### config.mk
export PLATFORM = sky130hd
export DESIGN_NAME = multi_queue_client_tracker
export DESIGN_NICKNAME = d
export VERILOG_FILES = /design/src/hw/rtl/mqct_pkg.sv /design/src/hw/rtl/mqct_cell.sv /design/src/hw/rtl/multi_queue_client_tracker.sv
export SDC_FILE = /design/constraint.sdc
export NUM_CORES = 1
export LEC_CHECK = 0
export BUFFER_PORTS_ARGS = -buffer_cell sky130_fd_sc_hd__buf_2
export CAP_MARGIN = 20
export CORE_AREA = 10 10 391 393
export CTS_CLUSTER_SIZE = 12
export DETAILED_ROUTE_END_ITERATION = 16
export DIE_AREA = 0 0 401 403
export GPL_ROUTABILITY_DRIVEN = 0
export PLACE_DENSITY_LB_ADDON = 0.05
export SYNTH_ARGS = -nofsm -noshare
export SYNTH_HDL_FRONTEND = slang
export SYNTH_SLANG_ARGS = --single-unit
### constraint.sdc
create_clock -name clk -period 5.31 [get_ports clk]
set_clock_uncertainty 0.2 [all_clocks]
set_input_delay 0.2655 -clock clk [delete_from_list [all_inputs] [get_ports clk]]
set_output_delay 0.2655 -clock clk [all_outputs]
set_load 0.02 [all_outputs]
### src/hw/rtl/mqct_pkg.sv
// Package with shared types, constants and codes for the client queue tracker.
package mqct_pkg;

  localparam int MaxQueues  = 8;
  localparam int MaxClients = 32;
  localparam int KeyBits    = 16;

  localparam logic [2:0] CMD_ADD   = 3'd0;
  localparam logic [2:0] CMD_MOVE  = 3'd1;
  localparam logic [2:0] CMD_QUERY = 3'd2;
  localparam logic [2:0] CMD_COUNT = 3'd3;
  localparam logic [2:0] CMD_LIST  = 3'd4;

  localparam logic [2:0] ST_OK        = 3'd0;
  localparam logic [2:0] ST_NO_QUEUE  = 3'd1;
  localparam logic [2:0] ST_DUPLICATE = 3'd2;
  localparam logic [2:0] ST_UNKNOWN   = 3'd3;
  localparam logic [2:0] ST_FULL      = 3'd4;

  typedef struct packed {
    logic [2:0]  cmd;
    logic [15:0] client_key;
    logic [2:0]  queue_sel;
  } req_t;

  typedef struct packed {
    logic [2:0]  status;
    logic [2:0]  found_queue;
    logic [5:0]  queue_count;
    logic [15:0] listed_client;
    logic        has_client;
    logic        last;
  } rsp_t;

endpackage

### src/hw/rtl/mqct_cell.sv
// One slot of the client table: holds a key and its queue, shifts down on removal.
module mqct_cell #(
  parameter int KEY_BITS = mqct_pkg::KeyBits
) (
  input  logic                clk,
  input  logic                rst,
  input  logic                shift,   // take the upper neighbour's contents
  input  logic                load,    // take the new entry
  input  logic [KEY_BITS-1:0] new_key,
  input  logic [2:0]          new_queue,
  input  logic                up_valid,
  input  logic [KEY_BITS-1:0] up_key,
  input  logic [2:0]          up_queue,
  output logic                valid,
  output logic [KEY_BITS-1:0] key,
  output logic [2:0]          queue
);

  // Valid flag is control state and is cleared by reset.
  always_ff @(posedge clk) begin
    if (rst) begin
      valid <= 1'b0;
    end else if (load) begin
      valid <= 1'b1;
    end else if (shift) begin
      valid <= up_valid;
    end
  end

  // Payload needs no reset.
  always_ff @(posedge clk) begin
    if (load) begin
      key   <= new_key;
      queue <= new_queue;
    end else if (shift) begin
      key   <= up_key;
      queue <= up_queue;
    end
  end

endmodule

### src/hw/rtl/multi_queue_client_tracker.sv
// Client queue tracker: a row of slot cells scanned by a sequencer, one slot per cycle;
// a list scan holds at each member it finds. Requests are handled one at a time: a new
// one is taken only in the idle state, after the last has loaded its result.
// The result register lets the next request enter while a result waits to be taken.
// Reset clears all slot valid flags and the fill count at once; queues_in_use resets to 8.
module multi_queue_client_tracker #(
  parameter int MAX_QUEUES  = mqct_pkg::MaxQueues,
  parameter int MAX_CLIENTS = mqct_pkg::MaxClients,
  parameter int KEY_BITS    = mqct_pkg::KeyBits
) (
  input  logic            clk,
  input  logic            rst,
  input  logic            cfg_we,
  input  logic [3:0]      cfg_data,
  input  logic            in_valid,
  output logic            in_stall,
  input  mqct_pkg::req_t  in_data,
  output logic            out_valid,
  input  logic            out_stall,
  output mqct_pkg::rsp_t  out_data
);

  localparam int IW = $clog2(MAX_CLIENTS);
  localparam int CW = $clog2(MAX_CLIENTS + 1);

  typedef enum logic [2:0] {
    S_IDLE, S_SCAN, S_DECIDE, S_SHIFT, S_LIST, S_EMIT
  } state_t;

  state_t              state;
  logic [3:0]          queues_in_use;
  logic [CW-1:0]       occupied_slots;
  logic [CW-1:0]       idx;
  logic [2:0]          cmd;
  logic [KEY_BITS-1:0] key;
  logic [2:0]          qsel;
  logic                found;
  logic [IW-1:0]       found_idx;
  logic [2:0]          found_q;
  logic [5:0]          count;
  logic                shifting;
  logic                pend_valid;
  mqct_pkg::rsp_t      pend;

  logic [MAX_CLIENTS-1:0] c_valid;
  logic [KEY_BITS-1:0]    c_key   [MAX_CLIENTS];
  logic [2:0]             c_queue [MAX_CLIENTS];
  logic [MAX_CLIENTS-1:0] c_shift;
  logic [MAX_CLIENTS-1:0] c_load;

  logic                qexists;
  logic [IW-1:0]       idx_i;
  logic                hit;
  logic                rsp_free;
  logic                accept;
  logic [IW-1:0]       list_slot;
  logic                list_hit;
  mqct_pkg::rsp_t      dec_rsp;
  logic                dec_write;
  logic                emit;
  mqct_pkg::rsp_t      emit_data;

  assign qexists   = ({1'b0, qsel} < queues_in_use) &&
                     ({29'd0, qsel} < 32'(MAX_QUEUES));
  assign idx_i     = idx[IW-1:0];
  assign hit       = c_valid[idx_i] && (c_key[idx_i] == key);
  assign rsp_free  = !out_valid || !out_stall;
  assign in_stall  = (state != S_IDLE);
  assign accept    = in_valid && !in_stall;
  assign list_slot = IW'(idx - CW'(1));
  assign list_hit  = c_valid[list_slot] && (c_queue[list_slot] == qsel);

  // Row of slot cells; each shifts from its upper neighbour during a removal.
  for (genvar g = 0; g < MAX_CLIENTS; g++) begin : g_cell
    logic                up_v;
    logic [KEY_BITS-1:0] up_k;
    logic [2:0]          up_q;
    if (g == MAX_CLIENTS - 1) begin : g_top
      assign up_v = 1'b0;
      assign up_k = '0;
      assign up_q = '0;
    end else begin : g_mid
      assign up_v = c_valid[g+1];
      assign up_k = c_key[g+1];
      assign up_q = c_queue[g+1];
    end
    assign c_shift[g] = shifting && (IW'(g) >= found_idx) &&
                        (CW'(g) + CW'(1) < occupied_slots);
    assign c_load[g]  = shifting && (CW'(g) + CW'(1) == occupied_slots);
    mqct_cell #(.KEY_BITS(KEY_BITS)) u_cell (
      .clk, .rst,
      .shift(c_shift[g]), .load(c_load[g]),
      .new_key(key), .new_queue(qsel),
      .up_valid(up_v), .up_key(up_k), .up_queue(up_q),
      .valid(c_valid[g]), .key(c_key[g]), .queue(c_queue[g])
    );
  end

  // Outcome of a scanned request and whether the slot row must be written.
  always_comb begin
    dec_rsp      = '0;
    dec_rsp.last = 1'b1;
    dec_write    = 1'b0;
    case (cmd)
      mqct_pkg::CMD_ADD: begin
        if (found) dec_rsp.status = mqct_pkg::ST_DUPLICATE;
        else if (!qexists) dec_rsp.status = mqct_pkg::ST_NO_QUEUE;
        else if (occupied_slots >= CW'(MAX_CLIENTS)) dec_rsp.status = mqct_pkg::ST_FULL;
        else begin
          dec_rsp.status = mqct_pkg::ST_OK;
          dec_write      = 1'b1;
        end
      end
      mqct_pkg::CMD_MOVE: begin
        if (!found) dec_rsp.status = mqct_pkg::ST_UNKNOWN;
        else if (!qexists) dec_rsp.status = mqct_pkg::ST_NO_QUEUE;
        else begin
          dec_rsp.status = mqct_pkg::ST_OK;
          dec_write      = (found_q != qsel);
        end
      end
      mqct_pkg::CMD_QUERY: begin
        if (!found) dec_rsp.status = mqct_pkg::ST_UNKNOWN;
        else begin
          dec_rsp.status      = mqct_pkg::ST_OK;
          dec_rsp.found_queue = found_q;
        end
      end
      default: begin
        if (!qexists) dec_rsp.status = mqct_pkg::ST_NO_QUEUE;
        else begin
          dec_rsp.status      = mqct_pkg::ST_OK;
          dec_rsp.queue_count = count;
        end
      end
    endcase
  end

  // Result to load into the output register in this cycle, if any.
  always_comb begin
    emit      = 1'b0;
    emit_data = pend;
    if (state == S_EMIT) begin
      emit = rsp_free;
    end else if (state == S_LIST) begin
      if (!qexists) begin
        emit             = rsp_free;
        emit_data        = '0;
        emit_data.status = mqct_pkg::ST_NO_QUEUE;
        emit_data.last   = 1'b1;
      end else if (idx == '0) begin
        emit = rsp_free;
        if (!pend_valid) emit_data = '0;
        emit_data.last = 1'b1;
      end else if (list_hit && pend_valid) begin
        emit = rsp_free;
      end
    end
  end

  // Sequencer with the result register.
  always_ff @(posedge clk) begin
    if (rst) begin
      state          <= S_IDLE;
      queues_in_use  <= 4'd8;
      occupied_slots <= '0;
      out_valid      <= 1'b0;
      pend_valid     <= 1'b0;
      shifting       <= 1'b0;
    end else begin
      if (cfg_we) queues_in_use <= cfg_data;
      if (emit) begin
        out_valid <= 1'b1;
        out_data  <= emit_data;
      end else if (!out_stall) begin
        out_valid <= 1'b0;
      end
      shifting <= (state == S_DECIDE) && dec_write;
      unique case (state)
        S_IDLE: begin
          if (accept && in_data.cmd <= mqct_pkg::CMD_LIST) begin
            cmd   <= in_data.cmd;
            key   <= KEY_BITS'(in_data.client_key);
            qsel  <= in_data.queue_sel;
            idx   <= (in_data.cmd == mqct_pkg::CMD_LIST) ? occupied_slots : '0;
            found <= 1'b0;
            count <= '0;
            state <= (in_data.cmd == mqct_pkg::CMD_LIST) ? S_LIST : S_SCAN;
          end
        end
        S_SCAN: begin
          if (idx >= occupied_slots) begin
            state <= S_DECIDE;
          end else begin
            if (hit && !found) begin
              found     <= 1'b1;
              found_idx <= idx_i;
              found_q   <= c_queue[idx_i];
            end
            if (c_valid[idx_i] && c_queue[idx_i] == qsel && count != 6'd63)
              count <= count + 6'd1;
            idx <= idx + CW'(1);
          end
        end
        S_DECIDE: begin
          pend       <= dec_rsp;
          pend_valid <= 1'b1;
          if (dec_write) begin
            state <= S_SHIFT;
            if (cmd == mqct_pkg::CMD_ADD) begin
              found_idx      <= occupied_slots[IW-1:0];
              occupied_slots <= occupied_slots + CW'(1);
            end
          end else begin
            state <= S_EMIT;
          end
        end
        S_SHIFT: begin
          state <= S_EMIT;
        end
        S_LIST: begin
          if (!qexists || idx == '0) begin
            if (rsp_free) begin
              pend_valid <= 1'b0;
              state      <= S_IDLE;
            end
          end else if (!list_hit) begin
            idx <= idx - CW'(1);
          end else if (pend_valid) begin
            if (rsp_free) pend_valid <= 1'b0;
          end else begin
            // Hold one found member until the next tells whether it is final.
            pend <= '{listed_client: 16'(c_key[list_slot]), has_client: 1'b1,
                      default: '0};
            pend_valid <= 1'b1;
            idx        <= idx - CW'(1);
          end
        end
        S_EMIT: begin
          if (rsp_free) begin
            pend_valid <= 1'b0;
            state      <= S_IDLE;
          end
        end
        default: state <= S_IDLE;
      endcase
    end
  end

`ifndef ASSERT_OFF
  a_fill_bound: assert property (@(posedge clk) disable iff (rst)
    occupied_slots <= CW'(MAX_CLIENTS)) else $error("fill count over capacity");
  a_stall_busy: assert property (@(posedge clk) disable iff (rst)
    (state != S_IDLE) |-> in_stall) else $error("request taken while busy");
  a_shift_once: assert property (@(posedge clk) disable iff (rst)
    shifting |=> !shifting) else $error("slot row shifted twice");
  a_load_one: assert property (@(posedge clk) disable iff (rst)
    $onehot0(c_load)) else $error("more than one slot loaded");
`endif

endmodule
==> results of run 1 <==
per-stage QoR:
step / setup slack (ns) / util [%] / cell area (um^2) / instances
2_1_floorplan: 0.131 / - / 43200 / 2993
3_3_place_gp: 0.658 / 31.9 / 46200 / 4837
3_5_place_dp: 0.641 / 31.9 / 46200 / 4837
4_1_cts: 0.609 / 34.3 / 49800 / 5049
5_1_grt: 0.324 / 34.3 / 49800 / 5051
6_report: 0.564 / 34.3 / 49800 / 5051
Yosys cell counts (6+ instances only):
master / instances
sky130_fd_sc_hd__nor3_1: 20
sky130_fd_sc_hd__clkbuf_1: 166
sky130_fd_sc_hd__edfxtp_1: 711
sky130_fd_sc_hd__a31oi_1: 21
sky130_fd_sc_hd__dfxtp_1: 48
sky130_fd_sc_hd__mux4_2: 276
sky130_fd_sc_hd__buf_1: 47
sky130_fd_sc_hd__nand2_1: 231
sky130_fd_sc_hd__o22ai_1: 15
sky130_fd_sc_hd__mux2_2: 597
sky130_fd_sc_hd__buf_4: 18
sky130_fd_sc_hd__nand4_1: 16
sky130_fd_sc_hd__a311oi_1: 32
sky130_fd_sc_hd__o31ai_1: 7
sky130_fd_sc_hd__a21oi_1: 33
sky130_fd_sc_hd__and3_1: 31
sky130_fd_sc_hd__a21o_1: 6
sky130_fd_sc_hd__xnor2_1: 21
sky130_fd_sc_hd__nand3_1: 61
sky130_fd_sc_hd__nor2_1: 125
sky130_fd_sc_hd__or3_1: 6
sky130_fd_sc_hd__xor2_1: 22
sky130_fd_sc_hd__a221oi_1: 11
sky130_fd_sc_hd__inv_1: 26
sky130_fd_sc_hd__mux2i_1: 138
sky130_fd_sc_hd__o21ai_0: 38
sky130_fd_sc_hd__a211oi_1: 7
sky130_fd_sc_hd__and2_1: 36
sky130_fd_sc_hd__ha_1: 14
sky130_fd_sc_hd__nand2b_1: 7
sky130_fd_sc_hd__buf_2: 42
sky130_fd_sc_hd__nor2b_1: 43
sky130_fd_sc_hd__a22oi_1: 57
state kept, by name, indices dropped and copies added, names as in the netlist, 4 cells and up:
register	count
found_idx	5
g_cell.u_cell.valid	32
idx	6
key	16
g_cell.u_cell.queue	96
occupied_slots	6
pend	30
out_data	30
g_cell.u_cell.key	512
queues_in_use	4
count	6
cell type report:
type / instances / area [um^2]
clock buffers: 131 / 2670
clock inverters: 44 / 509
fillers: 14000 / 95200
inverters: 30 / 113
multi-input cells: 1925 / 19900
flip-flops and latches: 759 / 22300
well taps: 1917 / 2400
repair buffers: 245 / 1930
timing repair:
action	4_1_cts	5_1_grt
endpoints found under the hold margin	56	0
hold buffers	37	0
endpoints found under the setup margin	0	0
path summary, 6_finish.rpt:
path | slack (ns) | end | startpoint
setup reg to reg | 0.56 | found_idx[4]$_DFFE_PP_ | idx[1]$_DFFE_PP_
hold / removal | 0.06 | key[13]$_DFFE_PP_ | in_data[16]
hold reg to reg | 0.30 | out_data[0]$_DFFE_PP_ | pend[0]$_SDFFCE_PN1P_
setup / recovery | 0.56 | found_idx[4]$_DFFE_PP_ | idx[1]$_DFFE_PP_
power by group:
part           internal (mW)  total (mW)  switching (mW)
sequential              6.48        6.52          0.0375
combinational          0.751        2.03            1.28
clock                   3.99        6.78            2.79
layer usage:
metal  share of wire, %  up-vias  global-route usage (%)  wire length (um)
li1                   -    12000                       -                 -
met1                 41    15600                    26.3             71600
met2                 50     1032                    37.1             88700
met3                4.7      289                    2.67              8340
met4                4.5        0                    8.96              7860
met5                  0        -                       0                 0
critical path, cell delays in order (launching register included):
cell	delay, ns
sky130_fd_sc_hd__edfxtp_1	0.46
sky130_fd_sc_hd__buf_4	0.66
sky130_fd_sc_hd__buf_4	0.47
sky130_fd_sc_hd__mux4_2	0.58
sky130_fd_sc_hd__mux2i_1	0.18
sky130_fd_sc_hd__o22ai_1	0.12
sky130_fd_sc_hd__nor2_1	0.15
sky130_fd_sc_hd__xnor2_1	0.16
sky130_fd_sc_hd__nor4_1	0.34
sky130_fd_sc_hd__nand4_1	0.19
sky130_fd_sc_hd__nor4_2	0.30
sky130_fd_sc_hd__buf_4	0.20
sky130_fd_sc_hd__o221a_1	0.37
cell families (layout without fill, tap and decap cells):
| kind of cell | Yosys count | after routing |
|---|---|---|
| and+or+nand+nor | 596 | 596 |
| xor gates and xnor gates | 43 | 43 |
| muxes | 1015 | 1015 |
| adders and majority gates | 14 | 14 |
| buffers and inverters | 309 | 450 |
| DFF | 759 | 759 |
| AOI/OAI and AO/OA | 257 | 257 |
==> report_table.html, run 1 <==
<table>
<tr><th>Metric</th><th>Value</th></tr>
<tr><th colspan="2">Clocking</th></tr>
<tr><td>Number of H-tree branching levels</td><td>3</td></tr>
<tr><td>Clock Pin Slew Worst Setup and Hold Paths</td><td>around 0.060 ns</td></tr>
<tr><td>Clock tree buffer depth</td><td>3</td></tr>
<tr><td>CTS tree</td><td>yes</td></tr>
<tr><td>Total clock buffers created by CTS</td><td>99</td></tr>
<tr><td>Total of cells resized after clock tree synthesis</td><td>0</td></tr>
<tr><td>Worst skew pair latency</td><td>around 0.7 ns</td></tr>
<tr><td>Post-CTS Setup Repair Bufs</td><td>0</td></tr>
<tr><td>Total clock sinks</td><td>around 760</td></tr>
<tr><td>Root buf cell</td><td>sky130_fd_sc_hd__clkbuf_16</td></tr>
<tr><th colspan="2">Placed design</th></tr>
<tr><td>IO Port Bufs</td><td>62</td></tr>
<tr><td>Post-detailed-placement half-perimeter wirelength</td><td>117000 um</td></tr>
<tr><th colspan="2">Routing</th></tr>
<tr><td>Via total after detailed routing</td><td>28.9k</td></tr>
<tr><td>Initial DRT Pass Iterations</td><td>5</td></tr>
<tr><td>Detailed-route vias per instance</td><td>5.72</td></tr>
<tr><td>Per-cell routed wire length</td><td>between 30 and 40 um</td></tr>
<tr><td>Wire length reported by the detailed router</td><td>~180000 um</td></tr>
<tr><td>Number of nets still failing antenna checks after routing</td><td>0</td></tr>
<tr><td>DRT iter0 DRCs</td><td>2833</td></tr>
<tr><td>Number of remaining DRC errors</td><td>0</td></tr>
<tr><th colspan="2">Global routing</th></tr>
<tr><td>Aggregate global routing overflow</td><td>0</td></tr>
<tr><td>Pin count of the biggest net entering global routing</td><td>74</td></tr>
<tr><td>Number of antenna violations at the first check in global routing</td><td>4</td></tr>
<tr><td>Via count of the first global-routing pass</td><td>~30k</td></tr>
<tr><td>GR Util All Layers</td><td>21.2%</td></tr>
<tr><td>Wire length of the first global-routing pass</td><td>246000 um</td></tr>
<tr><th colspan="2">Die</th></tr>
<tr><td>Number of placement rows</td><td>140</td></tr>
<tr><td>I/O pin total</td><td>63</td></tr>
<tr><td>Die Ht</td><td>403 um</td></tr>
<tr><td>Core region area</td><td>145000 um^2</td></tr>
<tr><td>Area enclosed by the die boundary</td><td>approximately 160000 um^2</td></tr>
<tr><td>Die outline width</td><td>401 um</td></tr>
<tr><td>Initial cell density of the core</td><td>approximately 30%</td></tr>
<tr><th colspan="2">STA</th></tr>
<tr><td>Number of pins with negative max-slew slack in the final report</td><td>0</td></tr>
<tr><td>Hold Vio Cnt, Final</td><td>0</td></tr>
<tr><td>Portion of the clock cycle consumed by the worst path in the final layout</td><td>slightly below 90%</td></tr>
<tr><td>Transition time at the pin with the least slew margin</td><td>1.11 ns</td></tr>
<tr><td>Setup TNS</td><td>0 ns</td></tr>
<tr><td>RSZ-0062 raised after global routing</td><td>no</td></tr>
<tr><td>Post-Route Hold Slack</td><td>0.0586 ns</td></tr>
<tr><td>Setup violations, final</td><td>0</td></tr>
<tr><td>Worst max-slew margin expressed relative to the limit</td><td>around a quarter</td></tr>
<tr><td>Min Clock Period, post-route</td><td>around 4.7 ns</td></tr>
<tr><td>Maximum frequency from static timing analysis</td><td>around 210 MHz</td></tr>
<tr><th colspan="2">Logic synthesis</th></tr>
<tr><td>Distinct cell type count after synthesis</td><td>67</td></tr>
<tr><td>Share of the synthesized netlist area taken by xor and xnor gates</td><td>0.872%</td></tr>
<tr><td>Flip-flop cell with the highest count after synthesis</td><td>sky130_fd_sc_hd__edfxtp_1</td></tr>
<tr><td>Synthesized area</td><td>between 40000 and 50000 um^2</td></tr>
<tr><td>Average size of a mapped cell</td><td>14.4 um^2</td></tr>
<tr><td>Largest family of logic cells by synthesized area</td><td>multiplexers</td></tr>
<tr><td>Fraction of post-synthesis cell area in the top cell type by area</td><td>about 49%</td></tr>
<tr><td>Number of standard cells after synthesis</td><td>~3.0k</td></tr>
<tr><td>Flip-flop and latch count after synthesis</td><td>759</td></tr>
<tr><td>Compound-gate portion of the synthesized area</td><td>4.16%</td></tr>
<tr><td>Number of synthesized flops with an enable pin</td><td>around 710</td></tr>
<tr><td>YS warnings</td><td>0</td></tr>
<tr><td>Sequential element share of the synthesized area</td><td>between 50% and 60%</td></tr>
<tr><td>Ys async rst share</td><td>0%</td></tr>
<tr><td>Synth top area cells</td><td>sky130_fd_sc_hd__edfxtp_1, sky130_fd_sc_hd__mux2_2, sky130_fd_sc_hd__mux4_2</td></tr>
<tr><td>Share of cell area taken by muxes after synthesis</td><td>33.4%</td></tr>
<tr><td>Cell taking the most area after synthesis</td><td>sky130_fd_sc_hd__edfxtp_1</td></tr>
<tr><td>Synthesized netlist net count</td><td>3038</td></tr>
<tr><td>Synthesized-area fraction occupied by adder cells</td><td>less than 1%</td></tr>
<tr><td>Simple-gate area share of the yosys netlist</td><td>6.43%</td></tr>
<tr><th colspan="2">Power</th></tr>
<tr><td>PwrDens</td><td>just over 300 nW/um^2</td></tr>
<tr><td>Overall power consumption</td><td>15.3 mW</td></tr>
<tr><td>Worst ir drop on vdd</td><td>0.216 mV</td></tr>
<tr><td>Leakage power figure</td><td>16.4 nW</td></tr>
<tr><th colspan="2">Critical path</th></tr>
<tr><td>Largest fanout on the critical path</td><td>36</td></tr>
<tr><td>Arrival time of data at the critical path endpoint</td><td>4.94 ns</td></tr>
<tr><td>Kind of end point of the critical path</td><td>flip-flop</td></tr>
<tr><td>Data required time of the worst path</td><td>about 5.5 ns</td></tr>
<tr><td>Length in cells of the worst reg-to-reg path</td><td>12</td></tr>
<tr><td>Worst Setup Start Kind</td><td>flip-flop</td></tr>
<tr><td>Worst setup path class</td><td>flip-flop to flip-flop</td></tr>
<tr><th colspan="2">Final layout</th></tr>
<tr><td>Most used cells in the layout excluding fill and tap cells</td><td>sky130_fd_sc_hd__edfxtp_1, sky130_fd_sc_hd__mux2_2, sky130_fd_sc_hd__mux4_2</td></tr>
<tr><td>Share of cells above drive strength 1</td><td>41.1%</td></tr>
<tr><td>Most common cell after layout, fill and taps aside</td><td>sky130_fd_sc_hd__edfxtp_1</td></tr>
<tr><td>Number of nets in the final layout</td><td>3105</td></tr>
<tr><td>Number of diodes added for antenna fixing</td><td>0</td></tr>
<tr><td>Synth-to-layout area growth</td><td>15.3%</td></tr>
<tr><th colspan="2">Job</th></tr>
<tr><td>Max cap viols</td><td>0</td></tr>
<tr><th colspan="2">Worst hold path</th></tr>
<tr><td>Min-delay worst type</td><td>primary input to flip-flop</td></tr>
<tr><td>Instance count along the most critical hold path</td><td>2</td></tr>
<tr><th colspan="2">Status</th></tr>
<tr><td>Outcome</td><td>finished, final reports clean</td></tr>
</table>
No activity file was read; power rests on OpenSTA's default activity.
==> inputs of run 2 (changes only) <==
Settings changed: CORE_AREA 10 10 391 393 to 10 10 465 331, DIE_AREA 0 0 401 403 to 0 0 475 341, PLACE_DENSITY_LB_ADDON 0.05 to default.
==> report_table.html, run 2 (synthesis results as in run 1) <==
<table>
<tr><th>Metric</th><th>Value</th></tr>
<tr><th colspan="2">Global routing</th></tr>
<tr><td>Number of antenna violations at the first check in global routing</td><td>3 (-1)</td></tr>
<tr><td>Aggregate global routing overflow</td><td>0 (unchanged)</td></tr>
<tr><td>GR Util All Layers</td><td>16.5% (-4.7 points)</td></tr>
<tr><td>Via count of the first global-routing pass</td><td>28.4k (-4.0%)</td></tr>
<tr><td>Pin count of the biggest net entering global routing</td><td>85 (+15%)</td></tr>
<tr><td>Wire length of the first global-routing pass</td><td>201000 um (-18%)</td></tr>
<tr><th colspan="2">Critical path</th></tr>
<tr><td>Start point of the critical path</td><td>idx[2]$_DFFE_PP_</td></tr>
<tr><td>Kind of end point of the critical path</td><td>flip-flop</td></tr>
<tr><td>Arrival time of data at the critical path endpoint</td><td>5.29 ns (+0.35 ns)</td></tr>
<tr><td>Data required time of the worst path</td><td>5.47 ns (-0.03 ns)</td></tr>
<tr><td>Worst setup path class</td><td>flip-flop to flip-flop</td></tr>
<tr><td>Worst Setup Start Kind</td><td>flip-flop</td></tr>
<tr><td>Largest fanout on the critical path</td><td>14 (-61%)</td></tr>
<tr><td>Source of the worst register-to-register timing path</td><td>idx[2]$_DFFE_PP_</td></tr>
<tr><th colspan="2">Final layout</th></tr>
<tr><td>Share of cells above drive strength 1</td><td>39.9% (-1.3 points)</td></tr>
<tr><td>Synth-to-layout area growth</td><td>12.9%</td></tr>
<tr><td>Most common cell after layout, fill and taps aside</td><td>sky130_fd_sc_hd__edfxtp_1</td></tr>
<tr><td>Most used cells in the layout excluding fill and tap cells</td><td>sky130_fd_sc_hd__edfxtp_1, sky130_fd_sc_hd__mux2_2, sky130_fd_sc_hd__mux4_2</td></tr>
<tr><td>End-of-flow core utilization</td><td>33.7% (-0.62 points)</td></tr>
<tr><td>Top Registers</td><td>g_cell.u_cell.key x512, g_cell.u_cell.queue x96, g_cell.u_cell.valid x32</td></tr>
<tr><td>Number of flip-flops in the largest register</td><td>512 (unchanged)</td></tr>
<tr><td>Largest Register</td><td>g_cell.u_cell.key</td></tr>
<tr><td>Number of nets in the final layout</td><td>3074 (-1.0%)</td></tr>
<tr><th colspan="2">Job</th></tr>
<tr><td>Max cap viols</td><td>0 (unchanged)</td></tr>
<tr><th colspan="2">STA</th></tr>
<tr><td>Setup TNS</td><td>0 ns (unchanged)</td></tr>
<tr><td>Min Clock Period, post-route</td><td>5.13 ns (+0.383 ns)</td></tr>
<tr><td>RSZ-0062 raised after global routing</td><td>no</td></tr>
<tr><td>Worst max-slew margin expressed relative to the limit</td><td>26.6% (+0.34 points)</td></tr>
<tr><td>Portion of the clock cycle consumed by the worst path in the final layout</td><td>96.6% (+7.2 points)</td></tr>
<tr><td>Post-Route Hold Slack</td><td>0.100 ns (+0.0415 ns)</td></tr>
<tr><td>Number of pins with negative max-slew slack in the final report</td><td>0 (unchanged)</td></tr>
<tr><td>Transition time at the pin with the least slew margin</td><td>1.10 ns (-0.00510 ns)</td></tr>
<tr><td>Setup violations, final</td><td>0 (unchanged)</td></tr>
<tr><td>Maximum frequency from static timing analysis</td><td>195 MHz (-7.5%)</td></tr>
<tr><td>Worst setup margin</td><td>0.182 ns (-0.383 ns)</td></tr>
<tr><td>Hold Vio Cnt, Final</td><td>0 (unchanged)</td></tr>
<tr><th colspan="2">Status</th></tr>
<tr><td>Outcome</td><td>finished, final reports clean</td></tr>
<tr><th colspan="2">Placed design</th></tr>
<tr><td>Post-detailed-placement half-perimeter wirelength</td><td>95700 um (-18%)</td></tr>
<tr><td>IO Port Bufs</td><td>62 (unchanged)</td></tr>
<tr><td>Worst slack, placed</td><td>0.502 ns (-0.139 ns)</td></tr>
<tr><th colspan="2">Clocking</th></tr>
<tr><td>Clock tree buffer depth</td><td>3 (unchanged)</td></tr>
<tr><td>Total of cells resized after clock tree synthesis</td><td>0 (unchanged)</td></tr>
<tr><td>Root buf cell</td><td>sky130_fd_sc_hd__clkbuf_16</td></tr>
<tr><td>CTS tree</td><td>yes</td></tr>
<tr><td>Total clock buffers created by CTS</td><td>77 (-22%)</td></tr>
<tr><td>Clock Pin Slew Worst Setup and Hold Paths</td><td>0.06 ns (about the same)</td></tr>
<tr><td>Worst skew pair latency</td><td>0.69 ns (-0.03 ns)</td></tr>
<tr><td>Number of H-tree branching levels</td><td>3 (unchanged)</td></tr>
<tr><td>Total clock sinks</td><td>759 (unchanged)</td></tr>
<tr><th colspan="2">Worst hold path</th></tr>
<tr><td>Min-delay worst type</td><td>primary input to flip-flop</td></tr>
<tr><td>Start point of the worst hold path</td><td>in_data[15]</td></tr>
<tr><th colspan="2">Power</th></tr>
<tr><td>Leakage power figure</td><td>15.9 nW (-3.1%)</td></tr>
<tr><td>Worst ir drop on vdd</td><td>0.206 mV (-4.6%)</td></tr>
<tr><td>PwrDens</td><td>277 nW/um^2 (-10%)</td></tr>
<tr><td>Overall power consumption</td><td>13.5 mW (-12%)</td></tr>
<tr><th colspan="2">Routing</th></tr>
<tr><td>Via total after detailed routing</td><td>28.6k (-1.1%)</td></tr>
<tr><td>Number of remaining DRC errors</td><td>0 (unchanged)</td></tr>
<tr><td>Initial DRT Pass Iterations</td><td>5 (unchanged)</td></tr>
<tr><td>Detailed-route vias per instance</td><td>5.74 (+0.31%)</td></tr>
<tr><td>Number of nets still failing antenna checks after routing</td><td>0 (unchanged)</td></tr>
<tr><td>DRT iter0 DRCs</td><td>3573 (+26%)</td></tr>
<tr><td>Per-cell routed wire length</td><td>27.6 um (-21%)</td></tr>
<tr><td>Wire length reported by the detailed router</td><td>137000 um (-22%)</td></tr>
<tr><th colspan="2">Die</th></tr>
<tr><td>Number of placement rows</td><td>117 (-16%)</td></tr>
<tr><td>Core region area</td><td>145000 um^2 (-0.28%)</td></tr>
<tr><td>Die outline width</td><td>475 um (+18%)</td></tr>
<tr><td>I/O pin total</td><td>63 (unchanged)</td></tr>
<tr><td>Die Ht</td><td>341 um (-15%)</td></tr>
<tr><td>Area enclosed by the die boundary</td><td>162000 um^2 (+0.23%)</td></tr>
<tr><td>Initial cell density of the core</td><td>29.9% (+0.083 points)</td></tr>
</table>
-- run 2: cell count changes in the layout (fill, tap and decap cells not counted), sizes merged --
cell,before,now
buf,208,200
diode,0,1
bufinv,10,0
dlygate4sd3,37,36
inv,27,29
clkinvlp,4,2
clkinv,33,16
clkbuf,131,110
-- run 2: final cells by class --
type | instances | area (um^2)
repair buffers | 236 | 1840
diodes | 1 | 2.50
flip-flops and latches | 759 | 22300
clock buffers | 110 | 2100
clock inverters | 17 | 153
fillers | 14000 | 95900
inverters | 30 | 113
well taps | 1904 | 2380
multi-input cells | 1925 | 19900
-- run 2: final timing paths --
kind	endpoint	cells after the start	slack [ns]
worst max register to register	found_idx[0]$_DFFE_PP_	11	0.18
worst min-delay path	key[12]$_DFFE_PP_	2	0.10
worst min register to register	g_cell[17].u_cell.valid$_SDFFE_PP0P_	2	0.30
worst max-delay path	found_idx[0]$_DFFE_PP_	11	0.18
-- run 2: per-stage QoR --
stage / cell area [um^2] / instances
global route: 48800 / 4982
global placement: 46100 / 4817
CTS: 48700 / 4980
floorplan: 43200 / 2993
detailed placement: 46100 / 4817
finish: 48800 / 4982
-- run 2: power by group --
group          switching [mW]  internal, mW
sequential             0.0248          6.48
clock                    2.48          2.77
combinational            1.04         0.705
total                    3.54          9.95
-- run 2: timing repair --
action | in CTS | in global routing
endpoints found under the setup margin | 0 | 0
hold buffers | 36 | 0
hold endpoints to repair | 49 | 0
setup buffers | 0 | 0
-- run 2: layer usage --
layer  wire length [um]  up-vias  GRT usage, %
met3              15000      209          4.88
met1              61100    14900          24.4
met5                  0        -             0
met2              58200     1557          23.4
met4               3110        0          3.93
li1                   -    11900             -
-- run 2: worst max-delay path, stage by stage, from the launching register on --
cell and delay [ns]:
sky130_fd_sc_hd__edfxtp_1 0.68, sky130_fd_sc_hd__nor2b_2 0.80, sky130_fd_sc_hd__buf_4 0.30, sky130_fd_sc_hd__a22oi_1 0.08, sky130_fd_sc_hd__nand2_1 0.10, sky130_fd_sc_hd__nand4_1 0.11
sky130_fd_sc_hd__xor2_1 0.16, sky130_fd_sc_hd__nor4_1 0.91, sky130_fd_sc_hd__nand4_1 0.49, sky130_fd_sc_hd__nor4_2 0.41, sky130_fd_sc_hd__buf_4 0.22, sky130_fd_sc_hd__o221a_1 0.34
